$ cat config.mk
export PLATFORM = sky130hd
export DESIGN_NAME = round_robin_failover_selector
export DESIGN_NICKNAME = d
export VERILOG_FILES = /design/src/rtl/core/rrfs_pkg.sv /design/src/rtl/core/rrfs_ram.sv /design/src/rtl/core/rrfs_age_cmp.sv /design/src/rtl/core/round_robin_failover_selector.sv
export SDC_FILE = /design/constraint.sdc
export NUM_CORES = 1
export LEC_CHECK = 0
export BUFFER_PORTS_ARGS = -buffer_cell sky130_fd_sc_hd__buf_4
export CORE_UTILIZATION = 39
export DETAILED_ROUTE_END_ITERATION = 6
export PLACE_DENSITY = 0.63
export RECOVER_POWER = 100
export SLEW_MARGIN = 20
export SYNTH_ARGS = -nofsm -noshare
export SYNTH_HDL_FRONTEND = slang
export SYNTH_SLANG_ARGS = --single-unit
$ cat constraint.sdc
create_clock -name clk -period 12.6 [get_ports clk]
set_clock_uncertainty 0.05 [all_clocks]
set_input_delay 3.15 -clock clk [delete_from_list [all_inputs] [get_ports clk]]
set_output_delay 3.15 -clock clk [all_outputs]
set_load 0.1 [all_outputs]
$ cat src/rtl/core/rrfs_pkg.sv
// ----------------------------------------------------------------------------
// rrfs_pkg
// Shared types and constants of the round-robin failover selector.
// ----------------------------------------------------------------------------
package rrfs_pkg;

  localparam int NOW_W     = 32;
  localparam int HOLDOFF_W = 16;
  localparam int CFG_IDX_W = 2;
  localparam int CFG_DAT_W = 16;
  localparam int MASK_W    = 16;
  localparam int HIDX_W    = 4;
  localparam int HCNT_W    = 5;

  localparam logic REQ_SUBMIT  = 1'b0;
  localparam logic REQ_REFUSED = 1'b1;

  localparam logic [CFG_IDX_W-1:0] CFG_RR_ENABLE     = 2'd0;
  localparam logic [CFG_IDX_W-1:0] CFG_HOST_COUNT    = 2'd1;
  localparam logic [CFG_IDX_W-1:0] CFG_RETRY_HOLDOFF = 2'd2;

  typedef struct packed {
    logic [NOW_W-1:0]     now;
    logic [NOW_W-1:0]     stamp;
    logic [HOLDOFF_W-1:0] holdoff;
  } age_req_t;

endpackage

$ cat src/rtl/core/rrfs_ram.sv
// ----------------------------------------------------------------------------
// rrfs_ram
// Generic single-write, single-read RAM with registered read data.
// ----------------------------------------------------------------------------
module rrfs_ram #(
  parameter int WIDTH = 32,
  parameter int DEPTH = 16
) (
  input  logic                                   clk,
  input  logic                                   we,
  input  logic [(DEPTH > 1 ? $clog2(DEPTH) : 1)-1:0] waddr,
  input  logic [WIDTH-1:0]                       wdata,
  input  logic [(DEPTH > 1 ? $clog2(DEPTH) : 1)-1:0] raddr,
  output logic [WIDTH-1:0]                       rdata
);

  logic [WIDTH-1:0] mem_r [DEPTH];

  always_ff @(posedge clk) begin
    if (we) begin
      mem_r[waddr] <= wdata;
    end
    rdata <= mem_r[raddr];
  end

endmodule

$ cat src/rtl/core/rrfs_age_cmp.sv
// ----------------------------------------------------------------------------
// rrfs_age_cmp
// Shared age unit: elapsed time since a down stamp against the holdoff.
// ----------------------------------------------------------------------------
module rrfs_age_cmp
  import rrfs_pkg::*;
(
  input  age_req_t req,
  output logic     expired
);

  logic [NOW_W-1:0] age;

  assign age     = req.now - req.stamp;
  assign expired = (age >= NOW_W'(req.holdoff));

endmodule

$ cat src/rtl/core/round_robin_failover_selector.sv
// ----------------------------------------------------------------------------
// round_robin_failover_selector
// Picks the primary host and the copy mask for each submitted message.
//
// Requests transfer on start while busy is low. A refused-connection report
// is absorbed at the accepting edge and gives no result; a broadcast submit
// (round robin off) gives its result in the cycle after acceptance. A round-robin
// submit scans hosts from the rotating pointer, one host per cycle, holding busy
// high until a host is up or past its holdoff or N hosts were looked at, N being
// host_count held to 1..MAX_HOST_COUNT; the result follows in the cycle after the
// last host looked at. The scan rate is set by the single timestamp RAM read port
// and the one shared age compare unit, which between them examine one host each
// cycle.
// Each result stands on the out_ ports for one cycle, flagged by out_valid;
// the receiver cannot stall. A new request may transfer in the cycle the
// result is shown. Reset clears the down flags, the pointer and the
// registers (round robin off, one host, holdoff of ten seconds). Down
// timestamps need no clearing: one counts only while its flag is set.
// ----------------------------------------------------------------------------
module round_robin_failover_selector
  import rrfs_pkg::*;
#(
  parameter int MAX_HOST_COUNT = 16
) (
  input  logic                 clk,
  input  logic                 rst_n,
  input  logic                 start,
  output logic                 busy,
  input  logic                 in_req_type,
  input  logic [HIDX_W-1:0]    in_host_index,
  input  logic [NOW_W-1:0]     in_now_seconds,
  output logic                 out_valid,
  output logic                 out_primary_valid,
  output logic [HIDX_W-1:0]    out_primary_host,
  output logic [MASK_W-1:0]    out_copy_mask,
  input  logic                 cfg_we,
  input  logic [CFG_IDX_W-1:0] cfg_index,
  input  logic [CFG_DAT_W-1:0] cfg_wdata
);

  localparam int HW = (MAX_HOST_COUNT > 1) ? $clog2(MAX_HOST_COUNT) : 1;
  localparam int CW = $clog2(MAX_HOST_COUNT + 1);

  localparam logic ST_IDLE = 1'b0;
  localparam logic ST_SCAN = 1'b1;

  logic                      state_r, state_nxt;
  logic                      rr_enable_r;
  logic [HCNT_W-1:0]         host_count_r;
  logic [HOLDOFF_W-1:0]      retry_holdoff_r;
  logic [MAX_HOST_COUNT-1:0] host_down_r, host_down_nxt;
  logic [HW-1:0]             next_target_r, next_target_nxt;
  logic [HW-1:0]             t_r, t_nxt;
  logic [HW-1:0]             checked_r, checked_nxt;
  logic [NOW_W-1:0]          now_r, now_nxt;
  logic                      out_valid_r, out_valid_nxt;
  logic                      out_pv_r, out_pv_nxt;
  logic [HIDX_W-1:0]         out_ph_r, out_ph_nxt;
  logic [MASK_W-1:0]         out_mask_r, out_mask_nxt;

  logic [CW-1:0]             n_eff;
  logic [MAX_HOST_COUNT-1:0] use_mask;
  logic                      acc;
  logic                      idx_ok;
  logic [HW-1:0]             idx_h;
  logic [HW-1:0]             start_t;
  logic [HW-1:0]             t_inc, t_inc2;
  logic                      last_host;
  logic                      hit;
  logic                      ram_we;
  logic [NOW_W-1:0]          stamp;
  age_req_t                  age_req;
  logic                      age_ok;

  function automatic logic [HW-1:0] wrap_inc(input logic [HW-1:0] v, input logic [CW-1:0] n);
    logic [HW-1:0] r;
    if (32'(v) + 32'd1 >= 32'(n)) begin
      r = '0;
    end else begin
      r = HW'(32'(v) + 32'd1);
    end
    return r;
  endfunction

  always_comb begin
    if (host_count_r == '0) begin
      n_eff = CW'(1);
    end else if (32'(host_count_r) > MAX_HOST_COUNT) begin
      n_eff = CW'(MAX_HOST_COUNT);
    end else begin
      n_eff = CW'(host_count_r);
    end
  end

  always_comb begin
    for (int i = 0; i < MAX_HOST_COUNT; i++) begin
      use_mask[i] = (i < 32'(n_eff));
    end
  end

  assign busy      = (state_r == ST_SCAN);
  assign acc       = start && !busy;
  assign idx_ok    = (32'(in_host_index) < 32'(n_eff));
  assign idx_h     = HW'(in_host_index);
  assign start_t   = (32'(next_target_r) < 32'(n_eff)) ? next_target_r : '0;
  assign t_inc     = wrap_inc(t_r, n_eff);
  assign t_inc2    = wrap_inc(t_inc, n_eff);
  assign last_host = (32'(checked_r) + 32'd1 >= 32'(n_eff));
  assign ram_we    = acc && (in_req_type == REQ_REFUSED) && rr_enable_r && idx_ok;

  rrfs_ram #(
    .WIDTH (NOW_W),
    .DEPTH (MAX_HOST_COUNT)
  ) u_stamp_ram (
    .clk   (clk),
    .we    (ram_we),
    .waddr (idx_h),
    .wdata (in_now_seconds),
    .raddr (t_nxt),
    .rdata (stamp)
  );

  assign age_req.now     = now_r;
  assign age_req.stamp   = stamp;
  assign age_req.holdoff = retry_holdoff_r;

  rrfs_age_cmp u_age_cmp (
    .req     (age_req),
    .expired (age_ok)
  );

  assign hit = !host_down_r[t_r] || age_ok;

  always_comb begin
    state_nxt       = state_r;
    host_down_nxt   = host_down_r;
    next_target_nxt = next_target_r;
    t_nxt           = t_r;
    checked_nxt     = checked_r;
    now_nxt         = now_r;
    out_valid_nxt   = 1'b0;
    out_pv_nxt      = out_pv_r;
    out_ph_nxt      = out_ph_r;
    out_mask_nxt    = out_mask_r;
    case (state_r)
      ST_IDLE: begin
        if (acc) begin
          if (in_req_type == REQ_REFUSED) begin
            if (rr_enable_r && idx_ok) begin
              host_down_nxt[idx_h] = 1'b1;
            end
          end else if (!rr_enable_r) begin
            out_valid_nxt = 1'b1;
            out_pv_nxt    = 1'b0;
            out_ph_nxt    = '0;
            out_mask_nxt  = MASK_W'(use_mask);
          end else begin
            t_nxt       = start_t;
            checked_nxt = '0;
            now_nxt     = in_now_seconds;
            state_nxt   = ST_SCAN;
          end
        end
      end
      ST_SCAN: begin
        if (hit) begin
          host_down_nxt[t_r] = 1'b0;
          out_valid_nxt      = 1'b1;
          out_pv_nxt         = 1'b1;
          out_ph_nxt         = HIDX_W'(t_r);
          out_mask_nxt       = MASK_W'(host_down_nxt & use_mask);
          next_target_nxt    = t_inc;
          state_nxt          = ST_IDLE;
        end else if (last_host) begin
          out_valid_nxt   = 1'b1;
          out_pv_nxt      = 1'b0;
          out_ph_nxt      = '0;
          out_mask_nxt    = MASK_W'(host_down_r & use_mask);
          next_target_nxt = t_inc2;
          state_nxt       = ST_IDLE;
        end else begin
          t_nxt       = t_inc;
          checked_nxt = HW'(32'(checked_r) + 32'd1);
        end
      end
      default: begin
        state_nxt = ST_IDLE;
      end
    endcase
  end

  always_ff @(posedge clk) begin
    if (!rst_n) begin
      state_r         <= ST_IDLE;
      rr_enable_r     <= 1'b0;
      host_count_r    <= HCNT_W'(1);
      retry_holdoff_r <= HOLDOFF_W'(10);
      host_down_r     <= '0;
      next_target_r   <= '0;
      out_valid_r     <= 1'b0;
    end else begin
      state_r       <= state_nxt;
      host_down_r   <= host_down_nxt;
      next_target_r <= next_target_nxt;
      out_valid_r   <= out_valid_nxt;
      if (cfg_we) begin
        case (cfg_index)
          CFG_RR_ENABLE:     rr_enable_r     <= cfg_wdata[0];
          CFG_HOST_COUNT:    host_count_r    <= cfg_wdata[HCNT_W-1:0];
          CFG_RETRY_HOLDOFF: retry_holdoff_r <= cfg_wdata[HOLDOFF_W-1:0];
          default: begin
          end
        endcase
      end
    end
  end

  always_ff @(posedge clk) begin
    t_r        <= t_nxt;
    checked_r  <= checked_nxt;
    now_r      <= now_nxt;
    out_pv_r   <= out_pv_nxt;
    out_ph_r   <= out_ph_nxt;
    out_mask_r <= out_mask_nxt;
  end

  assign out_valid         = out_valid_r;
  assign out_primary_valid = out_pv_r;
  assign out_primary_host  = out_ph_r;
  assign out_copy_mask     = out_mask_r;

  a_scan_count: assert property (@(posedge clk) disable iff (!rst_n)
    (state_r == ST_SCAN) |-> (32'(checked_r) < 32'(n_eff)))
    else $error("scan ran past the host count");

  a_scan_ptr: assert property (@(posedge clk) disable iff (!rst_n)
    (state_r == ST_SCAN) |-> (32'(t_r) < 32'(n_eff)))
    else $error("scan pointer beyond host count");

  a_primary_from_scan: assert property (@(posedge clk) disable iff (!rst_n)
    (out_valid && out_primary_valid) |-> $past(state_r == ST_SCAN))
    else $error("primary reported without a scan");

  a_submit_scans: assert property (@(posedge clk) disable iff (!rst_n)
    (acc && (in_req_type == REQ_SUBMIT) && rr_enable_r) |=> (state_r == ST_SCAN))
    else $error("round-robin submit did not start a scan");

endmodule

Yosys cells after proc, flatten, opt, wreduce, memory -nomap -nowiden
Memory sizes are Yosys's and may differ from the RTL's. A register that Yosys moved wholly into a read port is not among the register bits.
Index checks and enable logic that the tools add are counted.
{"block": "word_totals", "inputBits": 59, "out_inout_bits": 23, "memories": 1, "mem_bits_rw": 512, "regBits": 105}
{"memory": "u_stamp_ram.mem_r", "words": 16, "word_bits": 32, "read_ports": 1, "rd_clocked_by_memory_dff": 1, "wr": 1, "line": "rrfs_ram.sv:17", "source": "logic [WIDTH-1:0] mem_r [DEPTH];"}
{"block": "classes", "n_bitwise": 7, "n_lt_le_gt_ge": 27, "n_reduce_logical": 21, "add_sub_neg": 4, "n_eq_ne": 12, "n_mux": 62}
{"operator": "$mux 16", "count": 9}
{"operator": "$ge 32x5->1", "count": 3}
{"operator": "$mux 4", "count": 20}
{"operator": "$pmux 16 s2", "count": 2}
{"operator": "$and 16x16->16", "count": 3}
{"operator": "$lt 4x5->1 const A", "count": 8}
{"operator": "$ge 32x16->1", "count": 1}
{"operator": "$sub 32x32->32", "count": 1}
{"operator": "$pmux 4 s2", "count": 3}
{"operator": "$lt 3x5->1 const A", "count": 4}
{"operator": "$mux 1", "count": 20}
{"operator": "$ne 2x2->1 const B", "count": 8}
{"operator": "$not 16->16", "count": 1}
{"operator": "$or 16x16->16", "count": 1}
{"operator": "$add 4x1->5 const B", "count": 3}
{"operator": "$reduce_and 4->1", "count": 3}
{"operator": "$lt 1x5->1 const A", "count": 2}
{"operator": "$lt 2x5->1 const A", "count": 2}
{"operator": "$lt 4x5->1", "count": 2}
{"operator": "$lt 4x5->1 const B", "count": 2}
{"operator": "$mux 5", "count": 2}
{"operator": "$demux 1 s4", "count": 2}
{"operator": "$ge 4x1->1 const B", "count": 2}
{"operator": "$reduce_and 2->1", "count": 4}
{"operator": "15 further kinds", "count": 25}

Logic depth before layout (Yosys ltp)
Gate-level depths: netlist (run 1).
{"block": "depth", "word_depth": 10, "depth_mapped": 26}

Modules after synthesis
Synthesis (run 1) repeated with hierarchy kept, for this count alone.
{"block": "hier_totals", "hier_cells": 1697, "area_unflattened_um2": 27356.2}
{"mod": "rrfs_ram", "instances": 1, "seq_area_each_um2": 16015.4, "cells_each": 838, "area_per_inst_um2": 19854.0}
{"mod": "round_robin_failover_selector", "instances": 1, "seq_area_each_um2": 2672.6, "cells_each": 480, "area_per_inst_um2": 5002.3}
{"mod": "rrfs_age_cmp", "instances": 1, "seq_area_each_um2": 0.0, "cells_each": 379, "area_per_inst_um2": 2499.9}

Worst setup path after synthesis (run 1)
OpenSTA, ideal clock, no wires.
{"block": "synth_timing", "kind": "input-to-reg", "startpoint": "in in_host_index[1]", "endpoint": "reg host_down_r[8]", "t_arrival_ns": 7.198, "path_buffers": 0, "setup_ns": 0.081, "required_time_ns": 12.469, "slack_ns": 5.271, "stages": 10, "path_cell_list": "ha_1 -> o31a_1 -> o21ai_0 -> nand2b_1 -> a21oi_1 -> o2111ai_1 -> or3b_2 -> nor3_1 -> o21ai_0 -> a31oi_1"}
{"block": "synth_via", "elab_chain_cells": 9, "elab_cells_between_ends": 14, "classes_between": "order compare: 3; eq/ne: 1; mux: 6; bitwise: 1; reduce/logical: 3"}
{"item": "start, declared", "line": "round_robin_failover_selector.sv:30", "source": "input logic [HIDX_W-1:0] in_host_index,"}
{"item": "$lt 4x5->1 (implied by the code) / $ge 4x1->1 (equally long branches)", "line": "round_robin_failover_selector.sv:150", "source": "host_down_nxt[idx_h] = 1'b1;"}
{"item": "$logic_and 1x1->1 (implied by the code)", "line": "round_robin_failover_selector.sv:150"}
{"item": "$mux 1 (implied by the code)", "line": "round_robin_failover_selector.sv:150"}
{"item": "$demux 1 s4", "line": "round_robin_failover_selector.sv:150"}
{"item": "$or 16x16->16 (no line)"}
{"item": "$mux 16", "line": "round_robin_failover_selector.sv:149", "source": "if (rr_enable_r && idx_ok) begin"}
{"item": "$mux 16", "line": "round_robin_failover_selector.sv:148", "source": "if (in_req_type == REQ_REFUSED) begin"}
{"item": "$mux 16", "line": "round_robin_failover_selector.sv:147", "source": "if (acc) begin"}
{"item": "$pmux 16 s2", "line": "round_robin_failover_selector.sv:145", "source": "case (state_r)"}
{"item": "end signal, assigned", "line": "round_robin_failover_selector.sv:203", "source": "host_down_r <= host_down_nxt;"}
{"item": "end, declared", "line": "round_robin_failover_selector.sv:51", "source": "logic [MAX_HOST_COUNT-1:0] host_down_r, host_down_nxt;"}
Parallel ways exist; a longest one is shown, timed or not. The select of a mux whose other input is x is not followed.
A chain may end at the register's enable or synchronous reset.

Worst setup path after layout (run 1)
{"block": "layout_timing", "startpoint": "reg now_r[0]", "endpoint": "reg u_stamp_ram.rdata[18], read port of u_stamp_ram.mem_r"}
{"block": "layout_via", "elab_chain_cells": 5}
{"item": "start, declared", "line": "round_robin_failover_selector.sv:55", "source": "logic [NOW_W-1:0] now_r, now_nxt;"}
{"item": "start signal, assigned", "line": "round_robin_failover_selector.sv:221", "source": "now_r <= now_nxt;"}
{"item": "$sub 32x32->32", "line": "rrfs_age_cmp.sv:14", "source": "assign age = req.now - req.stamp;"}
{"item": "$ge 32x16->1", "line": "rrfs_age_cmp.sv:15", "source": "assign expired = (age >= NOW_W'(req.holdoff));"}
{"item": "$logic_or 1x1->1", "line": "round_robin_failover_selector.sv:132", "source": "assign hit = !host_down_r[t_r] || age_ok;"}
{"item": "$mux 4", "line": "round_robin_failover_selector.sv:166", "source": "if (hit) begin"}
{"item": "$pmux 4 s2", "line": "round_robin_failover_selector.sv:145"}
{"item": "via t_nxt[0]", "line": "round_robin_failover_selector.sv:53", "source": "logic [HW-1:0] t_r, t_nxt;"}
{"item": "end, declared", "line": "rrfs_ram.sv:14", "source": "output logic [WIDTH-1:0] rdata"}
The timed path passes the listed nets, and every way through them passes these cells.

==> results.md, run 1 <==
- Initial antenna violation count: 3
- Synthesis Warnings: 0
- Placed Instance Area: approximately 30,000 um^2
- # diodes: 0
- Synth Cell Area: 27,460 um^2
- CTS tree: built
- Post-synth top flop: edfxtp_1
- Core area: 69,070 um^2
- Post-Syn Instances: 2,143
- Gpl congestion: 0.8880
- F_max: 104.8 MHz
- P&R area growth vs syn: 12.95%
- Max-capacitance violation count: 24
- Die Footprint: between 70,000 and 80,000 um^2
- Buf/Inv on CP: 5
- Largest net degree at the start of global routing: 85
- Number of global-route vias before repair: between 15k and 20k
- Setup repair bufs after CTS: 0
- DR vias: around 18k
- Root buffer cell: clkbuf_16
- Peak supply drop: 0.1121 mV
- Post-route DRC violation count: 0
- Status: complete, but fails checks
- Layout cells sized above 1: 7.825%
- Antenna Violating Nets Remaining: 0
- Clock Pin Slew Worst Setup and Hold Paths: about 60 ps
- Slew HR: -112.3%
- Final Setup Violations: 0
- H-tree lvl count: 3
- Worst skew pair latency: 620 ps
- First-pass GRT wire length: about 110,000 um
- Crit-path leading delay family: buffers and inverters
- WP depth: 27
- Total track usage: approximately a fifth
- Sink Count: around 650
- Unrepaired setup endpoints after global routing: false
- R2r worst-path depth: 27
- Commonest cells after routing, fill and taps aside: edfxtp_1 (569), nand2_1 (348), a21oi_1 (204), a22o_1 (100), clkbuf_1 (89)
- Final Hold Fails: 0
- CTS resizes: 0
- Die extent in x: 267.3 um
- Cts hold-fix bufs: 0
- Average size of a mapped cell: around 13 um^2
- Fillers: just over 6k
- Final Slew Violations: between 500 and 600
- Vias per inst: 5.645
- Fin nets: 2,341
- Slowest stage cell, crit path: clkbuf_1
- CP Data Required Time: 13,060 ps
- Average wire per standard cell: 23.15 um
- WHS Path Cells: 2
- Failing checks: capacitance limit, slew limit
- DRT Wirelength: 73,930 um
- Synth cell types: 73
- CP peak stage delay: 2010 ps
- Chip height: 267.3 um
- Port Buffers: 81
- Inserted Clock Buffers: 68
- Hpwl dp: 42,570 um
- Crit-path max FO: 84
- Commonest non-fill, non-tap cell in the layout: edfxtp_1
- Longest Clk Path Bufs: 3
- Number of synthesized flops with an enable pin: 569
- Async S/R FF share, synth: 0%
- Hold Crit Class: reg2reg
- GR Overflow Total: 0
- Core Util, Final: 44.90%
- Critical Path Start Type: flop
- Critical path arrival: 10,000 ps
- Fin crit share: 75.71%
- DRT Pass-1 Iters: 5
- Seq/Total Area, Yosys: about two thirds
- Setup TNS: 0 ps
- # IOs: just over 80
- Row Count: 96
- Fin crit period: around 9500 ps
- Initial Util: 39.76%
- Number of DRC markers in iteration 0: approximately 1.7k
- Critical Path Sink Type: flop
- Worst-margin pin slew: 3184 ps
- Power Density: 194.7 nW/um^2
- WS Path Type: reg2reg
- Final instance area: approximately 31,000 um^2
- Synth Register Bits: 649
- Leak: roughly 10 nW
- Post-Syn Nets: 2,277
-- stage by stage --
| stage | worst slack, ps | total power [mW] | std cells | hold WS [ps] |
|---|---|---|---|---|
| floorplan | 5271 | 3.588 | 2143 | 393.4 |
| global placement | 4492 | 4.050 | 3066 | 406.7 |
| detailed placement | 4688 | 4.079 | 3067 | 414.4 |
| CTS | 5129 | 6.072 | 3192 | 423.3 |
| global route | 2390 | 6.312 | 3193 | 444.8 |
| finish | 3061 | 6.037 | 3193 | 420.6 |
-- synthesized netlist by cell type, drive strengths merged, types with 6 or more instances --
cell     number  share of area [%]
nand2b       18               0.41
o211ai        6               0.16
nor4         11               0.25
buf          33               0.59
o21a         10               0.27
ha           74                3.4
a221oi       32                1.0
a31oi        10               0.23
inv          70               0.96
nor2         62               0.85
edfxtp      569                 62
o221a         8               0.33
a21o         14               0.38
nand4        14               0.32
clkbuf       86                1.2
nand2       348                4.8
dfxtp        80                5.8
a21oi       206                3.8
nand3        16               0.31
a21boi       15               0.41
a22o        100                3.2
and3          6               0.14
o31ai         6               0.16
xor2          9               0.29
xnor2        17               0.54
o21ai       156                2.8
nor2b        19               0.43
nor3         21               0.38
and2         13               0.30
o2111ai      35                1.1
mux2i        10               0.41
-- flip-flops by register name, indices dropped and copies added (netlist names) --
| name | count |
|---|---|
| rr_enable_r | 1 |
| out_primary_host | 4 |
| t_r | 4 |
| host_count_r | 5 |
| checked_r | 4 |
| busy | 1 |
| now_r | 32 |
| next_target_r | 4 |
| retry_holdoff_r | 16 |
| host_down_r | 16 |
| u_stamp_ram.rdata | 32 |
| u_stamp_ram.mem_r | 512 |
| out_copy_mask | 16 |
| out_primary_valid | 1 |
| out_valid | 1 |
-- report_power, final --
group / internal, mW / leakage (nW) / switching (mW)
logic: 0.544 / 3.57 / 1.06
clock network: 1.15 / 1.09 / 0.842
registers: 2.40 / 5.78 / 0.0451
total: 4.09 / 10.4 / 1.94
-- logic make-up after synthesis --
kind of cell	synth area share (%)
AO/OA/AOI/OAI	15.36
multiplexers	0.8202
flip-flops	68.06
XOR/XNOR	0.8294
AND/OR/NAND/NOR	8.763
adder cells (fa/ha/maj)	3.445
buffers and inverters	2.720
-- final cells by class --
type                            count  area, um^2  share of cell area, %
Sequential cell                   649       18690                  60.26
Tap cell                          931        1165                  3.756
Clock inverter                     37       362.8                  1.170
Multi-Input combinational cell   1305        8085                  26.07
Clock buffer                       88        1878                  6.056
Timing Repair Buffer              113       568.0                  1.832
Inverter                           70       265.3                 0.8553
-- routing by layer --
metal	track usage (%)	wire [um]	vias up
met4	7.316	2158	6
met2	33.41	35010	668
met5	0	39	-
met1	27.67	31490	8959
li1	-	-	8236
met3	3.485	5229	155
-- worst reg2reg max path, delay by kind of cell (launching register included) --
family | cells | cell delay, ps
buffers and inverters | 5 | 3360
AND/OR/NAND/NOR | 7 | 2440
AO/OA/AOI/OAI | 11 | 2260
adder cells (fa/ha/maj) | 3 | 830
flip-flops | 1 | 330
XOR/XNOR | 1 | 180
-- path summary, 6_finish.rpt --
check | startpoint | to | slack (ps)
max | now_r[0] | u_stamp_ram.rdata[18] | 3060
min | retry_holdoff_r[15] | retry_holdoff_r[15] | 420
max reg2reg | now_r[0] | u_stamp_ram.rdata[18] | 3060
min reg2reg | retry_holdoff_r[15] | retry_holdoff_r[15] | 420
Power figures use the tool's default switching activity.
==> run 2: changes to the inputs <==
Settings changed: ABC_AREA from default to 1.
Clock period 12.6 ns to 9.8 ns, I/O delays scaled along.
==> run 2 against run 1 <==
Effect of this change: core utilization fell by 1.4 points; the run still ends with capacitance limit, slew limit left; synthesized cell count increased by 51%; sequential share of layout area shrank 6.0 points; non-clock buffer count fell by 1; design area up 11%; critical path depth decreased by 12; wire length increased by 10%; die area increased by 14%; power increased by 32%; sequential power is 29% higher.
==> results.md, run 2 <==
- Hold Path End: retry_holdoff_r[4] (was retry_holdoff_r[15])
- Status: complete, but fails checks (unchanged)
- Chip height: 285.0 um (was 267.3 um)
- Post-synth top flop: edfxtp_1 (unchanged)
- Fin nets: 3,397 (was 2,341)
- Antenna Violating Nets Remaining: 0 (unchanged)
- Commonest non-fill, non-tap cell in the layout: nand2_1 (was edfxtp_1)
- Root buffer cell: clkbuf_16 (unchanged)
- Number of global-route vias before repair: 21.23k (was 17.51k)
- Average wire per standard cell: 18.68 um (was 23.15 um)
- DRT Pass-1 Iters: 5 (unchanged)
- Critical path arrival: 8290 ps (was 10,000 ps)
- Fin worst setup slack: 1940 ps (was 3061 ps)
- CTS resizes: 0 (unchanged)
- Cell taking the most area after synthesis: edfxtp_1 (unchanged)
- Total power: 7.972 mW (was 6.037 mW)
- Worst R2R Setup Slack: 2130 ps (was 3060 ps)
- Clock Pin Slew Worst Setup and Hold Paths: 60 ps (about the same)
- WS Path Type: in2reg (was reg2reg)
- Seq/Total Area, Yosys: 59.82% (was 68.06%)
- Final Hold Fails: 0 (unchanged)
- Synth area leaders: edfxtp_1 (55%), nand3_1 (10%), nand2_1 (7.6%) (was edfxtp_1 (62%), dfxtp_1 (5.8%), nand2_1 (4.8%))
- Slew HR: -112.3% (about the same)
- Crit-path max FO: 65 (was 84)
- F_max: 127.2 MHz
- Unrepaired setup endpoints after global routing: false (unchanged)
- Final Slew Violations: 736 (was 598)
- Die extent in x: 285.0 um (was 267.3 um)
- DR vias: 22.20k (was 18.02k)
- Inserted Clock Buffers: 68 (unchanged)
- Worst-margin pin slew: 3184 ps (about the same)
- GR Overflow Total: 0 (unchanged)
- Synth cell count leaders: nand2_1 (631), nand3_1 (625), inv_1 (612) (was edfxtp_1 (569), nand2_1 (348), a21oi_1 (204))
- CP Data Required Time: 10,230 ps (was 13,060 ps)
- Fin crit period: about 8000 ps
- Largest register FFs: 512 (unchanged)
- Number of DRC markers in iteration 0: 1,904 (was 1,714)
- CTS tree: built (unchanged)
- Max-capacitance violation count: 24 (unchanged)
- Registers with the most flip-flops: u_stamp_ram.mem_r: 512 flops, now_r: 32 flops, u_stamp_ram.rdata: 32 flops (unchanged)
- Min-delay src: retry_holdoff_r[4] (was retry_holdoff_r[15])
- Post-Syn Instances: 3,232 (was 2,143)
- Gpl congestion: 0.9084 (was 0.8880)
- R2r worst-path depth: 29 (was 27)
- Peak supply drop: 0.1166 mV (was 0.1121 mV)
- Worst skew pair latency: 610 ps (was 620 ps)
- Average size of a mapped cell: 9.667 um^2 (was 12.81 um^2)
- Die Footprint: 81,250 um^2 (was 71,470 um^2)
- Most frequently used cell type in the post-synthesis netlist: nand2_1 (was edfxtp_1)
- # diodes: 0 (unchanged)
- Post-Syn Nets: 3,366 (was 2,277)
- Sink Count: 649 (unchanged)
- WHS Path Cells: 2 (unchanged)
- Leak: 14.55 nW (was 10.44 nW)
- H-tree lvl count: 3 (unchanged)
- Reg2reg start: u_stamp_ram.rdata[7] (was now_r[0])
- Synthesis Warnings: 0 (unchanged)
- Synth cell types: 46 (was 73)
- Async S/R FF share, synth: 0% (unchanged)
- # IOs: 82 (unchanged)
- Setup repair bufs after CTS: 0 (unchanged)
- DRT Wirelength: 81,580 um (was 73,930 um)
- DP Worst Slack: 3388 ps (was 4688 ps)
- Final Setup Violations: 0 (unchanged)
- Vias per inst: 5.083 (was 5.645)
- P&R area growth vs syn: 10.30% (was 12.95%)
- Failing checks: capacitance limit, slew limit (unchanged)
- Initial antenna violation count: 4 (was 3)
- DP Cell Count: 4,243 (was 3,067)
- Cts hold-fix bufs: 0 (unchanged)
- Reg2Reg Capture Point: u_stamp_ram.rdata[17] (was u_stamp_ram.rdata[18])
- Largest net degree at the start of global routing: 182 (was 85)
- Synth Cell Area: 31,240 um^2 (was 27,460 um^2)
- Number of synthesized flops with an enable pin: 569 (unchanged)
- Post-route DRC violation count: 0 (unchanged)
- Row Count: 103 (was 96)
- Longest Clk Path Bufs: 3 (unchanged)
- Initial Util: 39.48% (was 39.76%)
- Synth top area share: 54.69% (was 62.23%)
- Fin crit share: 80.20%
- Reg with most FFs: u_stamp_ram.mem_r (unchanged)
- Port Buffers: 81 (unchanged)
- Commonest cells after routing, fill and taps aside: nand2_1 (632), nand3_1 (625), inv_1 (615), edfxtp_1 (569), nand3b_1 (132) (was edfxtp_1 (569), nand2_1 (348), a21oi_1 (204), a22o_1 (100), clkbuf_1 (89))
- Setup TNS: 0 ps (unchanged)
- Critical Path Sink Type: flop (unchanged)
- Core area: 79,130 um^2 (was 69,070 um^2)
- Hold Crit Class: reg2reg (unchanged)
- Power Density: 231.3 nW/um^2 (was 194.7 nW/um^2)
- Total track usage: 20.04% (was 20.54%)
- Critical Path Start Type: input pin (was flop)
- First-pass GRT wire length: 125,700 um (was 109,300 um)
- Layout cells sized above 1: 4.913% (was 7.825%)
- Synth Register Bits: 649 (unchanged)
- Fin cells: 4,368 (was 3,193)
- Hpwl dp: 45,970 um (was 42,570 um)
[run 2: changes by cell type after synthesis, moves of 33 or more]
cell       change
nand3_1      +610
a22o_1       -100
inv_1        +544
nand3b_1     +127
o2111ai_1     -33
buf_2         +37
o21ai_1       -89
clkbuf_1      -52
nand2_1      +283
a21oi_1      -127
[run 2: where the power goes]
| group | switching [mW] | leakage (nW) | internal, mW | total (mW) |
|---|---|---|---|---|
| logic | 1.56 | 7.69 | 0.715 | 2.27 |
| registers | 0.0590 | 5.79 | 3.10 | 3.15 |
| clock network | 1.07 | 1.07 | 1.48 | 2.55 |
[run 2: layer usage]
layer	share of wire [%]	wire length (um)	GRT usage, %	up-vias
li1	-	-	-	10770
met1	44	35730	26.69	10590
met2	46	37890	32.72	667
met3	6.2	5082	3.120	161
met4	3.5	2828	8.061	8
met5	0.058	47	0	-
[run 2: worst max-delay path by stage]
stage | end | startpoint | slack (ps)
final | u_stamp_ram.rdata[14] | start | 1940
after global routing | u_stamp_ram.rdata[19] | start | 1480
after CTS | u_stamp_ram.rdata[18] | u_stamp_ram.rdata[7] | 3530
after detailed placement | u_stamp_ram.rdata[18] | start | 3390
after global placement | u_stamp_ram.rdata[14] | start | 3440
after floorplan | u_stamp_ram.mem_r[9][0] | in_host_index[2] | 2780
[run 2: final cells by class]
class | count | area, um^2
Inverter | 629 | 2364
Timing Repair Buffer | 112 | 555.5
Fill cell | 7647 | 44670
Clock inverter | 32 | 277.8
Clock buffer | 93 | 1909
Sequential cell | 649 | 18690
Multi-Input combinational cell | 1803 | 9351
Tap cell | 1050 | 1314
[run 2: worst max-delay path, stage by stage]
cell	delay, ps
clkbuf_4	110
nand2_1	60
nor2_1	120
inv_1	80
nor2_4	100
clkbuf_1	1550
nand3_1	180
o211ai_1	230
nand2_4	60
clkbuf_2	1150
inv_2	960
buf_4	770
nand3_1	170
nand3_1	160
nand2_1	70
[run 2: logic make-up after synthesis]
logic type / count (synthesis) / synth area share [%]
flip-flops: 649 / 59.82
buffers and inverters: 780 / 10.40
AND/OR/NAND/NOR: 1540 / 23.10
XOR/XNOR: 20 / 0.5607
AO/OA/AOI/OAI: 168 / 3.100
adder cells (fa/ha/maj): 75 / 3.028
[run 2: through the flow]
| step | utilization [%] | instance area, um^2 | hold slack, ps |
|---|---|---|---|
| after floorplan | - | 31240 | 385.3 |
| after global placement | 41.28 | 32670 | 404.4 |
| after detailed placement | 41.28 | 32670 | 413.6 |
| after CTS | 44.05 | 34850 | 423.3 |
| after global routing | 43.55 | 34460 | 434.0 |
| final | 43.55 | 34460 | 422.1 |
